File: src/rtl/core/assert_macros.svh
// assertion macros used by the top level rtl file
`ifndef ASSERT_MACROS_SVH
`define ASSERT_MACROS_SVH
`ifndef ASSERT_OFF
`define ASSERT_IMPLIES(label, clk, rst_n, ante, cons) \
    label: assert property (@(posedge clk) disable iff (!rst_n) (ante) |-> (cons)) \
    else $error("assertion failed");
`define ASSERT_NEXT(label, clk, rst_n, ante, cons) \
    label: assert property (@(posedge clk) disable iff (!rst_n) (ante) |=> (cons)) \
    else $error("assertion failed");
`else
`define ASSERT_IMPLIES(label, clk, rst_n, ante, cons)
`define ASSERT_NEXT(label, clk, rst_n, ante, cons)
`endif
`endif

File: src/rtl/core/pbp_pkg.sv
// shared types and constants of the bezier path block
package pbp_pkg;
    localparam logic [1:0] OP_ADD   = 2'd0;
    localparam logic [1:0] OP_CLOSE = 2'd1;
    localparam logic [1:0] OP_CLEAR = 2'd2;
    localparam logic [1:0] OP_EVAL  = 2'd3;

    localparam logic [1:0] ST_OK    = 2'd0;
    localparam logic [1:0] ST_FEW   = 2'd1;
    localparam logic [1:0] ST_FULL  = 2'd2;

    // datapath commands
    typedef enum logic [4:0] {
        CMD_NONE,
        CMD_LOAD,      // latch input word
        CMD_RD_LAST,   // read last point
        CMD_PUT_MID,   // write midpoint
        CMD_PUT_NEW,   // write new point
        CMD_RD_P0,
        CMD_RD_P1,
        CMD_PUT_REFL,
        CMD_PUT_P0,
        CMD_SEGCNT,    // recompute segment count
        CMD_CLEAR,
        CMD_DIV_STEP,  // one bit of segment modulo
        CMD_WEIGHT,    // weight products
        CMD_BLEND_RD,  // read blend point
        CMD_BLEND_ACC, // accumulate one product
        CMD_FINISH,
        CMD_DROP       // mark operation as dropped
    } cmd_t;

    typedef enum logic [3:0] {
        S_IDLE, S_DECODE, S_RD_LAST, S_MID, S_NEW, S_SEG,
        S_RD_P0, S_RD_P1, S_REFL, S_P0, S_DIV, S_WEIGHT,
        S_BRD, S_BACC, S_FIN, S_OUT
    } state_t;

    typedef struct packed {
        cmd_t cmd;
    } ctl_t;

    typedef struct packed {
        logic [1:0] op;
        logic       mid;       // add needs midpoint
        logic       close_go;  // close meets condition
        logic       no_room;   // operation dropped
        logic       few;       // fewer than four points
        logic       div_done;
        logic       blend_done;
    } stat_t;
endpackage

File: src/rtl/core/pbp_ctrl.sv
// sequencing state machine of the bezier path block
module pbp_ctrl (
    input  logic           clk,
    input  logic           rst_n,
    input  logic           in_valid,
    output logic           in_ready,
    output logic           out_valid,
    input  logic           out_ready,
    input  pbp_pkg::stat_t stat,
    output pbp_pkg::ctl_t  ctl
);
    import pbp_pkg::*;

    state_t state_reg, state_next;

    // state register
    always_ff @(posedge clk or negedge rst_n)
    begin
        if (!rst_n)
            state_reg <= S_IDLE;
        else
            state_reg <= state_next;
    end

    // next state and commands
    always_comb
    begin
        state_next = state_reg;
        ctl.cmd    = CMD_NONE;
        in_ready   = 1'b0;
        out_valid  = 1'b0;
        case (state_reg)
            S_IDLE:
            begin
                in_ready = 1'b1;
                if (in_valid)
                begin
                    ctl.cmd    = CMD_LOAD;
                    state_next = S_DECODE;
                end
            end
            S_DECODE:
            begin
                state_next = S_FIN;
                if (stat.op == OP_CLEAR)
                    ctl.cmd = CMD_CLEAR;
                else if (stat.no_room)
                    ctl.cmd = CMD_DROP;
                else if (stat.op == OP_ADD)
                begin
                    ctl.cmd    = CMD_RD_LAST;
                    state_next = stat.mid ? S_MID : S_NEW;
                end
                else if (stat.op == OP_CLOSE)
                begin
                    ctl.cmd    = CMD_RD_P0;
                    state_next = stat.close_go ? S_RD_P1 : S_SEG;
                end
                else if (!stat.few)
                    state_next = S_DIV;
            end
            S_MID:
            begin
                ctl.cmd    = CMD_PUT_MID;
                state_next = S_NEW;
            end
            S_NEW:
            begin
                ctl.cmd    = CMD_PUT_NEW;
                state_next = S_SEG;
            end
            S_RD_P1:
            begin
                ctl.cmd    = CMD_RD_P1;
                state_next = S_REFL;
            end
            S_REFL:
            begin
                ctl.cmd    = CMD_PUT_REFL;
                state_next = S_P0;
            end
            S_P0:
            begin
                ctl.cmd    = CMD_PUT_P0;
                state_next = S_SEG;
            end
            S_SEG:
            begin
                ctl.cmd    = CMD_SEGCNT;
                state_next = S_FIN;
            end
            S_DIV:
            begin
                if (stat.div_done)
                    state_next = S_WEIGHT;
                else
                    ctl.cmd = CMD_DIV_STEP;
            end
            S_WEIGHT:
            begin
                ctl.cmd    = CMD_WEIGHT;
                state_next = S_RD_LAST;
            end
            S_RD_LAST:
            begin
                ctl.cmd    = CMD_WEIGHT;
                state_next = S_BRD;
            end
            S_BRD:
            begin
                ctl.cmd    = CMD_BLEND_RD;
                state_next = S_BACC;
            end
            S_BACC:
            begin
                ctl.cmd    = CMD_BLEND_ACC;
                state_next = stat.blend_done ? S_FIN : S_BRD;
            end
            S_FIN:
            begin
                ctl.cmd    = CMD_FINISH;
                state_next = S_OUT;
            end
            S_OUT:
            begin
                out_valid = 1'b1;
                if (out_ready)
                    state_next = S_IDLE;
            end
            default: state_next = S_IDLE;
        endcase
    end
endmodule

File: config.mk
export PLATFORM = sky130hd
export DESIGN_NAME = pbp_ctrl
export DESIGN_NICKNAME = d
export VERILOG_FILES = /design/src/rtl/core/assert_macros.svh /design/src/rtl/core/pbp_pkg.sv /design/src/rtl/core/pbp_ctrl.sv
export SDC_FILE = /design/constraint.sdc
export NUM_CORES = 1
export LEC_CHECK = 0
export BUFFER_PORTS_ARGS = -buffer_cell sky130_fd_sc_hd__buf_2
export CAP_MARGIN = 30
export CELL_PAD_IN_SITES_DETAIL_PLACEMENT = 1
export CELL_PAD_IN_SITES_GLOBAL_PLACEMENT = 1
export CORE_UTILIZATION = 36
export DETAILED_ROUTE_END_ITERATION = 16
export GPL_TIMING_DRIVEN = 0
export MAX_ROUTING_LAYER = met4
export PLACE_DENSITY_LB_ADDON = 0.2
export SLEW_MARGIN = 15
export SYNTH_ARGS = -nofsm -noshare
export SYNTH_HDL_FRONTEND = slang
export SYNTH_SLANG_ARGS = --single-unit
File: constraint.sdc
create_clock -name clk -period 2.4 [get_ports clk]
set_input_delay 0.24 -clock clk [delete_from_list [all_inputs] [get_ports clk]]
set_output_delay 0.24 -clock clk [all_outputs]
set_load 0.005 [all_outputs]
Yosys cells after proc, flatten, opt, wreduce, memory -nomap -nowiden
Index checks and enable logic that the tools add are counted.
{"block": "totals", "in_bits": 12, "word_cells": 46, "out_inout_bits": 7, "reg_bits": 4}
{"block": "classes", "muxes": 21, "n_eq_ne": 19, "reduce_logical": 5}
{"op": "one-hot mux 5 bit (13 select lines)", "n": 1}
{"op": "one-hot mux 4 bit (14 select lines)", "n": 1}
{"op": "== test 4 bit, second input constant", "n": 8}
{"op": "two-way mux 4 bit", "n": 8}
{"op": "== test 4 x 3 -> 1 bit, second input constant", "n": 3}
{"op": "two-way mux 3 bit", "n": 4}
{"op": "two-way mux 5 bit", "n": 2}
{"op": "== test 4 x 2 -> 1 bit, second input constant", "n": 2}
{"op": "inequality test 2 bit, second input constant", "n": 3}
{"op": "== test 4 x 1 -> 1 bit, second input constant", "n": 1}
{"op": "zero test 4 bit", "n": 1}
{"op": "two-way mux 2 bit", "n": 2}
{"op": "OR reduction 2 bit", "n": 2}
{"op": "two-way mux 1 bit", "n": 3}
{"op": "AND reduction 3 bit", "n": 1}
{"op": "== test 2 x 1 -> 1 bit, second input constant", "n": 1}
{"op": "== test 2 bit, second input constant", "n": 1}
{"op": "zero test 2 bit", "n": 1}

Logic depth before layout (Yosys ltp)
Gate-level depths: netlist (run 1).
{"block": "depth", "depth_word": 6, "ltp_mapped": 6, "ltp_nobuf": 4}

Worst setup path before layout (run 1)
Ideal clock, no wire load.
{"block": "synth_timing", "path_type": "register to output", "start": "reg state_reg[2]", "end": "out ctl[2] in the netlist's numbering", "t_arrival_ns": 1.139, "required_ns": 2.160, "path_stages_with_launch": 5, "n_path_buf": 1, "setup_slack_ns": 1.021, "cell_sequence": "dfrtp_1 > buf_4 > maj3_1 > o22ai_1 > o21ai_1"}
{"element": "start: declaration", "line_no": "pbp_ctrl.sv:14", "text": "state_t state_reg, state_next;"}
{"element": "start signal: assignment", "line_no": "pbp_ctrl.sv:22", "text": "state_reg <= state_next;"}
{"element": "end: declaration", "line_no": "pbp_ctrl.sv:10", "text": "output pbp_pkg::ctl_t ctl"}

==> results of run 1 <==
-- cell type report --
class,instances,area [um2],area share
Tap cell,16,20.02,0.02667
Sequential cell,4,100.1,0.1333
Clock buffer,3,22.52,0.03000
Timing Repair Buffer,19,100.1,0.1333
Multi-Input combinational cell,71,436.7,0.5817
Inverter,3,11.26,0.01500
Buffer,9,60.06,0.08000
-- where the power goes --
group / switching, W / internal (W) / leakage (nW)
combinational: 0.000431 / 0.000344 / 0.300
clock: 0.0000271 / 0.0000559 / 0.0138
sequential: 0.0000343 / 0.000102 / 0.0455
-- cell usage in the layout (no fill, tap or decap), drive strengths merged --
cell type / n
a221oi: 1
nor3b: 1
a2bb2oi: 1
nand4: 1
nand2b: 4
a21oi: 8
nand2: 10
a22oi: 1
a211oi: 2
or2: 1
nand3b: 1
inv: 3
nor4b: 1
o22ai: 3
maj3: 1
o211ai: 1
nor4: 1
and3: 2
nor3: 3
xnor2: 1
a211o: 1
clkbuf: 5
nor2: 6
o32ai: 1
nand3: 3
o31ai: 2
nor2b: 2
o21ai: 8
o211a: 1
dlygate4sd3: 1
xor2: 1
buf: 25
a21o: 2
dfrtp: 4
-- synth_stat cells (all sizes together) --
cell     instances
nand2           10
a21oi            8
o21ai            8
buf              7
nor2             6
dfrtp            4
nand2b           4
inv              3
nand3            3
nor3             3
o22ai            3
a211oi           2
a21o             2
and3             2
clkbuf           2
nor2b            2
o31ai            2
a211o            1
a221oi           1
a22oi            1
a2bb2oi          1
maj3             1
nand3b           1
nand4            1
nor3b            1
nor4             1
nor4b            1
o211a            1
o211ai           1
o32ai            1
or2              1
xnor2            1
xor2             1
-- metrics by stage --
step	total power [W]	utilization	cell area, um2	setup WS, ps	std cells
finish	0.0009948	0.4870	750.7	522.3	125
global route	0.001095	0.4870	750.7	425.6	125
CTS	0.0009965	0.4870	750.7	515.0	125
detailed placement	0.0009039	0.4659	718.2	790.0	121
global placement	0.0008835	0.4659	718.2	828.3	121
floorplan	0.0006963	-	608.1	1021	87
-- worst reg2reg max path, stage by stage, from the launching register on --
cell	delay, ps
dfrtp_1	340
buf_6	140
clkbuf_1	340
nor2_1	140
a211oi_1	360
o32ai_2	160
-- metal layers --
| metal | wire length [um] | part of all wire | vias to the layer above | track usage |
|---|---|---|---|---|
| met4 | 24 | 0.013 | 0 | 0.06061 |
| met1 | 873 | 0.48 | 338 | 0.2732 |
| met2 | 857 | 0.47 | 15 | 0.3761 |
| li1 | - | - | 362 | - |
| met3 | 74 | 0.040 | 4 | 0.04255 |
| met5 | 0 | 0 | - | - |
-- logic make-up (layout without fill, tap and decap cells) --
kind of cell / Yosys count / count (layout) / share of synthesized area
buffers and inverters: 12 / 34 / 0.1173
XOR/XNOR: 2 / 2 / 0.02881
adder cells (fa/ha/maj): 1 / 1 / 0.01646
AO/OA/AOI/OAI: 32 / 32 / 0.3477
AND/OR/NAND/NOR: 36 / 36 / 0.3251
flip-flops: 4 / 4 / 0.1646
-- path summary, 6_finish.rpt --
check                             start            to  slack (ps)  depth (start not counted)
min reg2reg                state_reg[0]  state_reg[2]         790                          4
max reg2reg                state_reg[1]  state_reg[0]         790                          5
max in group asynchronous         rst_n  state_reg[1]        1930                          2
min in group asynchronous         rst_n  state_reg[3]         360                          2
max                        state_reg[1]        ctl[1]         520                          5
min                           out_ready  state_reg[0]         260                          2
==> reports/results.tsv, run 1 <==
metric	value	unit
outcome	complete, no violations	
clk buf depth	2	
Worst Hold Class	in2reg	
CTS tree	built	
DP HPWL	1390	um
Iter 0 DRT Violations	25	
Worst path max stage delay	340	ps
core region area	1541	um2
PD cells	1325	nW/um2
I/O pins	19	
wire per inst	14.64	um
total global routing overflow	0	
post-synth cell types	37	
total negative slack	0	ps
Leakage	0.3596	nW
fillers	221	
Post-Synthesis Cells	87	
synth top area cells	dfrtp_1 16%, a21oi_1 6.6%, nand2_1 6.2%	
Hold Violations, Final	0	
family with the most delay on the worst path	buffers and inverters	
WP data arrival	1640	ps
Worst Path Max Fanout	10	
kind of start point of the critical path	flip-flop	
crit path max-delay cell type	dfrtp_1	
Skew-Pair Late Insertion Delay	230	ps
Crit path buffers/inverters	3	
worst hold slack	256.7	ps
antenna fix cells	0	
width of the die	43.10	um
H-tree Lvls	1	
first-pass GRT wire length	3105	um
final setup vio count	0	
worst slew pin tran	425.3	ps
crit path kind	reg2out	
Post-CTS Setup Inserts	0	
Max Freq	0.5326	GHz
Final Cycle Share	0.7824	
clock sink count	4	
Synthesized Nets	99	
CTS root buffer	clkbuf_4	
Routed WL	1830	um
maxcap violations	0	
Worst-path clk slew	40	ps
GPL Wtd Cong	0.8277	
drt via density	5.752	
total CTS buffers	3	
RSZ-0062 raised after global routing	false	
starting density of the core	0.3945	
GRT Util Overall	0.2244	
Worst Skew	1.038	ps
CP Capture Type	primary output	
largest area contributor in the netlist	dfrtp_1	
fin. max-slew vios	0	
# rows	14	
nets	123	
max reg flops	4	
post-synthesis sequential area ratio	0.1646	
worst-path cell chain	buf_6, clkbuf_1, nor2_1, a221oi_1, buf_2	
Syn Area/Cell	6.989	um2
Resize count post-CTS	0	
Tmin final	1878	ps
post-synth top area share	0.1646	
die area	1858	um2
initial antenna violation count	0	
Slew HR	0.7164	
TritonRoute pass-1 iters	4	
largest net degree at the start of global routing	11	
Synth Cell Area	608.1	um2
worst vdd ir	0.4909	mV
antenna viol nets, final	0	
Die Y	43.10	um
Worst Path Required	2160	ps
cts hold-fix bufs	1	
P&R area growth vs syn	23.46	%
register bit total from synthesis	4	
DRC violations left	0	
vias in the first global route	709	
layout cells sized above 1	0.2844	
IO Port Bufs	18	
yosys warns	0	
detailed-route via count	719	
Note: power is estimated with default switching activity, not from simulation.
==> inputs of run 2 (changes only) <==
--- a/config.mk
+++ b/config.mk
@@ -9,7 +9,7 @@
 export CAP_MARGIN = 30
 export CELL_PAD_IN_SITES_DETAIL_PLACEMENT = 1
 export CELL_PAD_IN_SITES_GLOBAL_PLACEMENT = 1
-export CORE_UTILIZATION = 36
+export CORE_UTILIZATION = 30
 export DETAILED_ROUTE_END_ITERATION = 16
 export GPL_TIMING_DRIVEN = 0
 export MAX_ROUTING_LAYER = met4
==> constraint.sdc (replaced) <==
create_clock -name clk -period 1.6 [get_ports clk]
set_input_delay 0.16 -clock clk [delete_from_list [all_inputs] [get_ports clk]]
set_output_delay 0.16 -clock clk [all_outputs]
set_load 0.005 [all_outputs]
==> run 2 against run 1 <==
Compared with the run above:
- the run now ends with setup timing left
- combinational power grew 84%
- count of clock-buffer cells in the layout unchanged
- flip-flop and latch count did not move
- critical path type unchanged
- critical endpoint unchanged
- largest power group unchanged
- highest routed layer unchanged
==> reports/results.tsv, run 2 (synthesis gave the netlist of run 1 again) <==
metric	value	unit	change
crit path kind	reg2out		
core region area	1821	um2	+18%
RSZ-0062 raised after global routing	true		
FF-to-FF Start	state_reg[1]		
GPL Wtd Cong	0.7407		-11%
worst slew pin tran	319.2	ps	-106.1 ps
Max Freq	0.6057	GHz	
setup ws final	-50.89	ps	-573.2 ps
Worst Setup EP	ctl[1]		
clock sink count	4		unchanged
fin. max-slew vios	0		unchanged
CP Capture Type	primary output		
largest net degree at the start of global routing	11		unchanged
layout cells sized above 1	0.4224		+0.1380
antenna fix cells	0		unchanged
total global routing overflow	0		unchanged
die area	2211	um2	+19%
PD cells	2024	nW/um2	+53%
max reg flops	4		unchanged
design area	879.6	um2	+17%
antenna viol nets, final	0		unchanged
TritonRoute pass-1 iters	4		unchanged
WP data arrival	1490	ps	-150 ps
CP Launch Point	state_reg[1]		
post-route total power	0.001780	W	+79%
path depth of the worst reg2reg path	6		+1
GRT Util Overall	0.2276		+0.003243
Slew HR	0.7854		+0.06893
first-pass GRT wire length	3339	um	+7.5%
Hold Violations, Final	0		unchanged
outcome	finished with violations		
width of the die	47.02	um	+9.1%
worst vdd ir	0.9557	mV	+95%
maxcap violations	0		unchanged
commonest non-fill, non-tap cell in the layout	buf_2		
Worst Skew	10.75	ps	+9.717 ps
Tmin final	1651	ps	
R2R Path End	state_reg[0]		
vias in the first global route	708		-0.14%
Worst Path Max Fanout	10		unchanged
DRC violations left	0		unchanged
H-tree Lvls	1		unchanged
initial antenna violation count	0		unchanged
total CTS buffers	3		unchanged
Leakage	0.4146	nW	+15%
DP HPWL	1465	um	+5.4%
starting density of the core	0.3340		-0.06046
Iter 0 DRT Violations	9		-64%
placed cell area	729.5	um2	+1.6%
kind of start point of the critical path	flip-flop		
detailed-route via count	772		+7.4%
r2r setup slk	-20	ps	-810 ps
Die Y	47.02	um	+9.1%
IO Port Bufs	18		unchanged
CTS tree	built		
P&R area growth vs syn	44.65	%	
failing checks	setup timing		
Worst-path clk slew	40	ps	about the same
Worst Path Required	1440	ps	-720 ps
I/O pins	19		unchanged
total negative slack	-98.13	ps	-98.13 ps
Worst Hold Class	in2reg		
Routed WL	2276	um	+24%
CTS root buffer	clkbuf_4		
clk buf depth	2		unchanged
wire per inst	16.14	um	+10%
DP Cell Count	130		+7.4%
# rows	15		+1
most frequent cells in the layout	18 x buf_2, 10 x nand2_1, 9 x buf_4		
Skew-Pair Late Insertion Delay	260	ps	+30 ps
drt via density	5.475		-4.8%
Final Cycle Share	1.032		
final cell count without fillers	141		+13%
final setup vio count	5		+5
nets	130		+5.7%
## run 2: changes by cell type in the layout (fill, tap and decap cells not counted), moves of 2 or more
cell | previous run | this run
buf_4 | 2 | 9
buf_6 | 2 | 6
buf_2 | 21 | 18
a21oi_1 | 8 | 6
a21oi_2 | 0 | 2
clkbuf_1 | 2 | 0
dfrtp_1 | 4 | 2
dfrtp_2 | 0 | 2
## run 2: area by class of cell
cell class	instances	area, um2
fill	251	940.9
sequential	4	102.6
buffer	9	96.34
inverter	3	11.26
timing repair buffer	26	152.6
multi-input combinational	71	462.9
tap	25	31.28
clock buffer	3	22.52
## run 2: where the power goes
| part | total, W | internal (W) | switching, W |
|---|---|---|---|
| Clock | 0.000141 | 0.0000848 | 0.0000558 |
| Combinational | 0.00143 | 0.000693 | 0.000737 |
| Sequential | 0.000209 | 0.000157 | 0.0000525 |
## run 2: worst min-delay path by stage
| stage | cells past startpoint | end | from |
|---|---|---|---|
| final | 2 | state_reg[0] | out_ready |
| after global routing | 2 | state_reg[0] | out_ready |
| after CTS | 2 | state_reg[0] | out_ready |
| after detailed placement | 1 | state_reg[1] | rst_n |
| after global placement | 1 | state_reg[1] | rst_n |
| after floorplan | 0 | state_reg[0] | rst_n |
## run 2: layer usage
metal,global-route usage,part of all wire,routed length [um]
met1,0.2920,0.44,1003
met2,0.3667,0.48,1085
met3,0.03462,0.054,123
met4,0.06857,0.028,63
met5,-,0,0
## run 2: per-stage QoR
| stage | util | hold WS [ps] | worst slack, ps |
|---|---|---|---|
| floorplan | - | -135.6 | 300.9 |
| global placement | 0.4007 | -34.49 | 92.24 |
| detailed placement | 0.4007 | -31.94 | 70.76 |
| CTS | 0.4632 | 155.8 | -45.86 |
| global route | 0.4832 | 144.5 | -126.0 |
| finish | 0.4832 | 146.8 | -50.89 |
## run 2: repair_timing
action,CTS,global route
pin swaps,4,5
setup buffers,4,3
gates cloned,0,0
endpoints found under the hold margin,4,0
hold buffers,1,0
setup endpoints to repair,6,7
gates resized for setup,17,6
## run 2: worst max-delay path, stage by stage (launching register included)
cell and delay, ps:
dfrtp_1 370, buf_6 140, clkbuf_8 160, a21oi_2 120, o21ai_1 70, a221oi_1 220, buf_2 150
==> inputs of run 3 (changes only) <==
--- a/config.mk
+++ b/config.mk
@@ -9,6 +9,7 @@
 export CAP_MARGIN = 30
 export CELL_PAD_IN_SITES_DETAIL_PLACEMENT = 1
 export CELL_PAD_IN_SITES_GLOBAL_PLACEMENT = 1
+export CORE_MARGIN = 5
 export CORE_UTILIZATION = 30
 export DETAILED_ROUTE_END_ITERATION = 16
 export GPL_TIMING_DRIVEN = 0
==> run 3 against run 2 <==
Compared with the run above:
- worst setup slack better by 45 ps
- critical endpoint is now ctl[3]
- sequential share of layout area is 0.63 points lower
- design area is 5.7% higher
- worst hold slack worse by 8.6 ps
- the run still ends with setup timing left
==> reports/results.tsv, run 3 (synthesis gave the netlist of run 1 again) <==
metric	value	unit	change
Final Cycle Share	1.004		-0.02796
r2r setup slk	90	ps	+110 ps
hold_sp	out_ready		
width of the die	55.02	um	+17%
register share of total power	0.112		-0.006
GRT Util Overall	0.1718		-0.05584
fillers	267		+6.4%
maxcap violations	0		unchanged
most frequent cells in the layout	18 x buf_2, 10 x nand2_1, 9 x buf_4		
DP HPWL	1488	um	+1.6%
GPL Wtd Cong	0.8635		+17%
worst vdd ir	0.8183	mV	-14%
clk buf depth	2		unchanged
Reg area	102.6	um2	unchanged
Slew HR	0.8003		+0.01490
H-tree Lvls	1		unchanged
multi-input logic area	474.2	um2	+2.4%
detailed-route via count	764		-1.0%
starting density of the core	0.3131		-0.02088
commonest non-fill, non-tap cell in the layout	buf_2		
Worst Path Max Fanout	10		unchanged
die area	3027	um2	+37%
TritonRoute pass-1 iters	4		unchanged
worst slew pin tran	298.3	ps	-20.88 ps
Worst-path clk slew	40	ps	about the same
kind of start point of the critical path	flip-flop		
total global routing overflow	0		unchanged
path depth of the worst reg2reg path	6		unchanged
switching portion of total power	0.4532		-0.02145
Tmin final	1606	ps	-44.73 ps
CP Launch Point	state_reg[3]		
failing checks	setup timing		
# rows	16		+1
Hold Violations, Final	0		unchanged
sw power	0.0008352	W	-1.1%
Worst Hold Class	in2reg		
clock sink count	4		unchanged
total CTS buffers	3		unchanged
crit path kind	reg2out		
vias in the first global route	786		+11%
Routed WL	2133	um	-6.3%
initial antenna violation count	0		unchanged
Die Y	55.02	um	+17%
Combinational Power Share	0.817		+0.014
Worst Skew	3.637	ps	-7.118 ps
antenna fix cells	0		unchanged
CP Capture Type	primary output		
largest net degree at the start of global routing	11		unchanged
placed cell area	732.0	um2	+0.34%
Leakage	0.4314	nW	+4.1%
outcome	finished with violations		
setup ws final	-6.154	ps	+44.73 ps
fin. max-slew vios	0		unchanged
CTS tree	built		
drt via density	5.269		-3.8%
design area	929.6	um2	+5.7%
IO Port Bufs	18		unchanged
P&R area growth vs syn	52.88	%	
Iter 0 DRT Violations	14		+5
max reg flops	4		unchanged
Worst Path Required	1440	ps	about the same
worst hold slack	138.2	ps	-8.625 ps
RSZ-0062 raised after global routing	true		
CTS root buffer	clkbuf_4		
P_int	0.001008	W	+7.8%
final cell count without fillers	145		+2.8%
total negative slack	-6.154	ps	+91.98 ps
layout cells sized above 1	0.4322		+0.009790
FF-to-FF Start	state_reg[1]		
nets	132		+1.5%
Skew-Pair Late Insertion Delay	240	ps	-20 ps
WP data arrival	1450	ps	-40 ps
core region area	1942	um2	+6.7%
post-route total power	0.001843	W	+3.5%
R2R Path End	state_reg[0]		
antenna viol nets, final	0		unchanged
final setup vio count	1		-4
PD cells	1982	nW/um2	-2.0%
I/O pins	19		unchanged
first-pass GRT wire length	3615	um	+8.3%
Max Freq	0.6226	GHz	+2.8%
DRC violations left	0		unchanged
Worst Setup EP	ctl[3]		
DP Cell Count	132		+1.5%
wire per inst	14.71	um	-8.9%
Clk pwr share	0.071		-0.008
-- run 3: worst min path at each step --
| stage | cells past startpoint | endpoint |
|---|---|---|
| floorplan | 0 | state_reg[0] |
| global placement | 1 | state_reg[1] |
| detailed placement | 1 | state_reg[1] |
| CTS | 2 | state_reg[0] |
| global route | 2 | state_reg[0] |
| finish | 2 | state_reg[0] |
-- run 3: area by class of cell --
class | count | area share
Buffer | 9 | 0.1265
Clock buffer | 3 | 0.02423
Inverter | 3 | 0.01211
Multi-Input combinational cell | 71 | 0.5101
Sequential cell | 4 | 0.1104
Tap cell | 27 | 0.03634
Timing Repair Buffer | 28 | 0.1804
-- run 3: layer usage --
layer,vias to the layer above,part of all wire,GRT usage
met2,17,0.50,0.3031
met1,368,0.46,0.2019
met5,-,0,-
met4,0,0,0.03644
li1,379,-,-
met3,0,0.039,0.03217
-- run 3: worst max-delay path, cell delays in order (launching register included) --
cell      delay (ps)
dfrtp_2          430
buf_6            150
buf_6            140
nand2_1           60
a21oi_1           60
a211oi_1         210
buf_2            150
-- run 3: power by group through the flow --
| stage | Combinational, W | Sequential (W) | Clock, W |
|---|---|---|---|
| global placement | 0.00114 | 0.000201 | 0 |
| detailed placement | 0.00115 | 0.000204 | 0 |
| floorplan | 0.000853 | 0.000191 | 0 |
| CTS | 0.00142 | 0.000206 | 0.000136 |
| finish | 0.00151 | 0.000206 | 0.000131 |
| global route | 0.00167 | 0.000210 | 0.000147 |
-- run 3: per-stage QoR --
stage	utilization	setup slack [ps]
finish	0.4787	-6.154
global route	0.4787	-155.2
global placement	0.3769	82.28
CTS	0.4562	-32.83
detailed placement	0.3769	57.88
floorplan	-	300.9
-- run 3: timing repair --
action / in CTS / in global routing
setup endpoints to repair: 6 / 7
pin swaps: 2 / 2
resized for setup: 22 / 3
setup buffers: 6 / 3
endpoints found under the hold margin: 4 / 0
hold buffers: 1 / 0
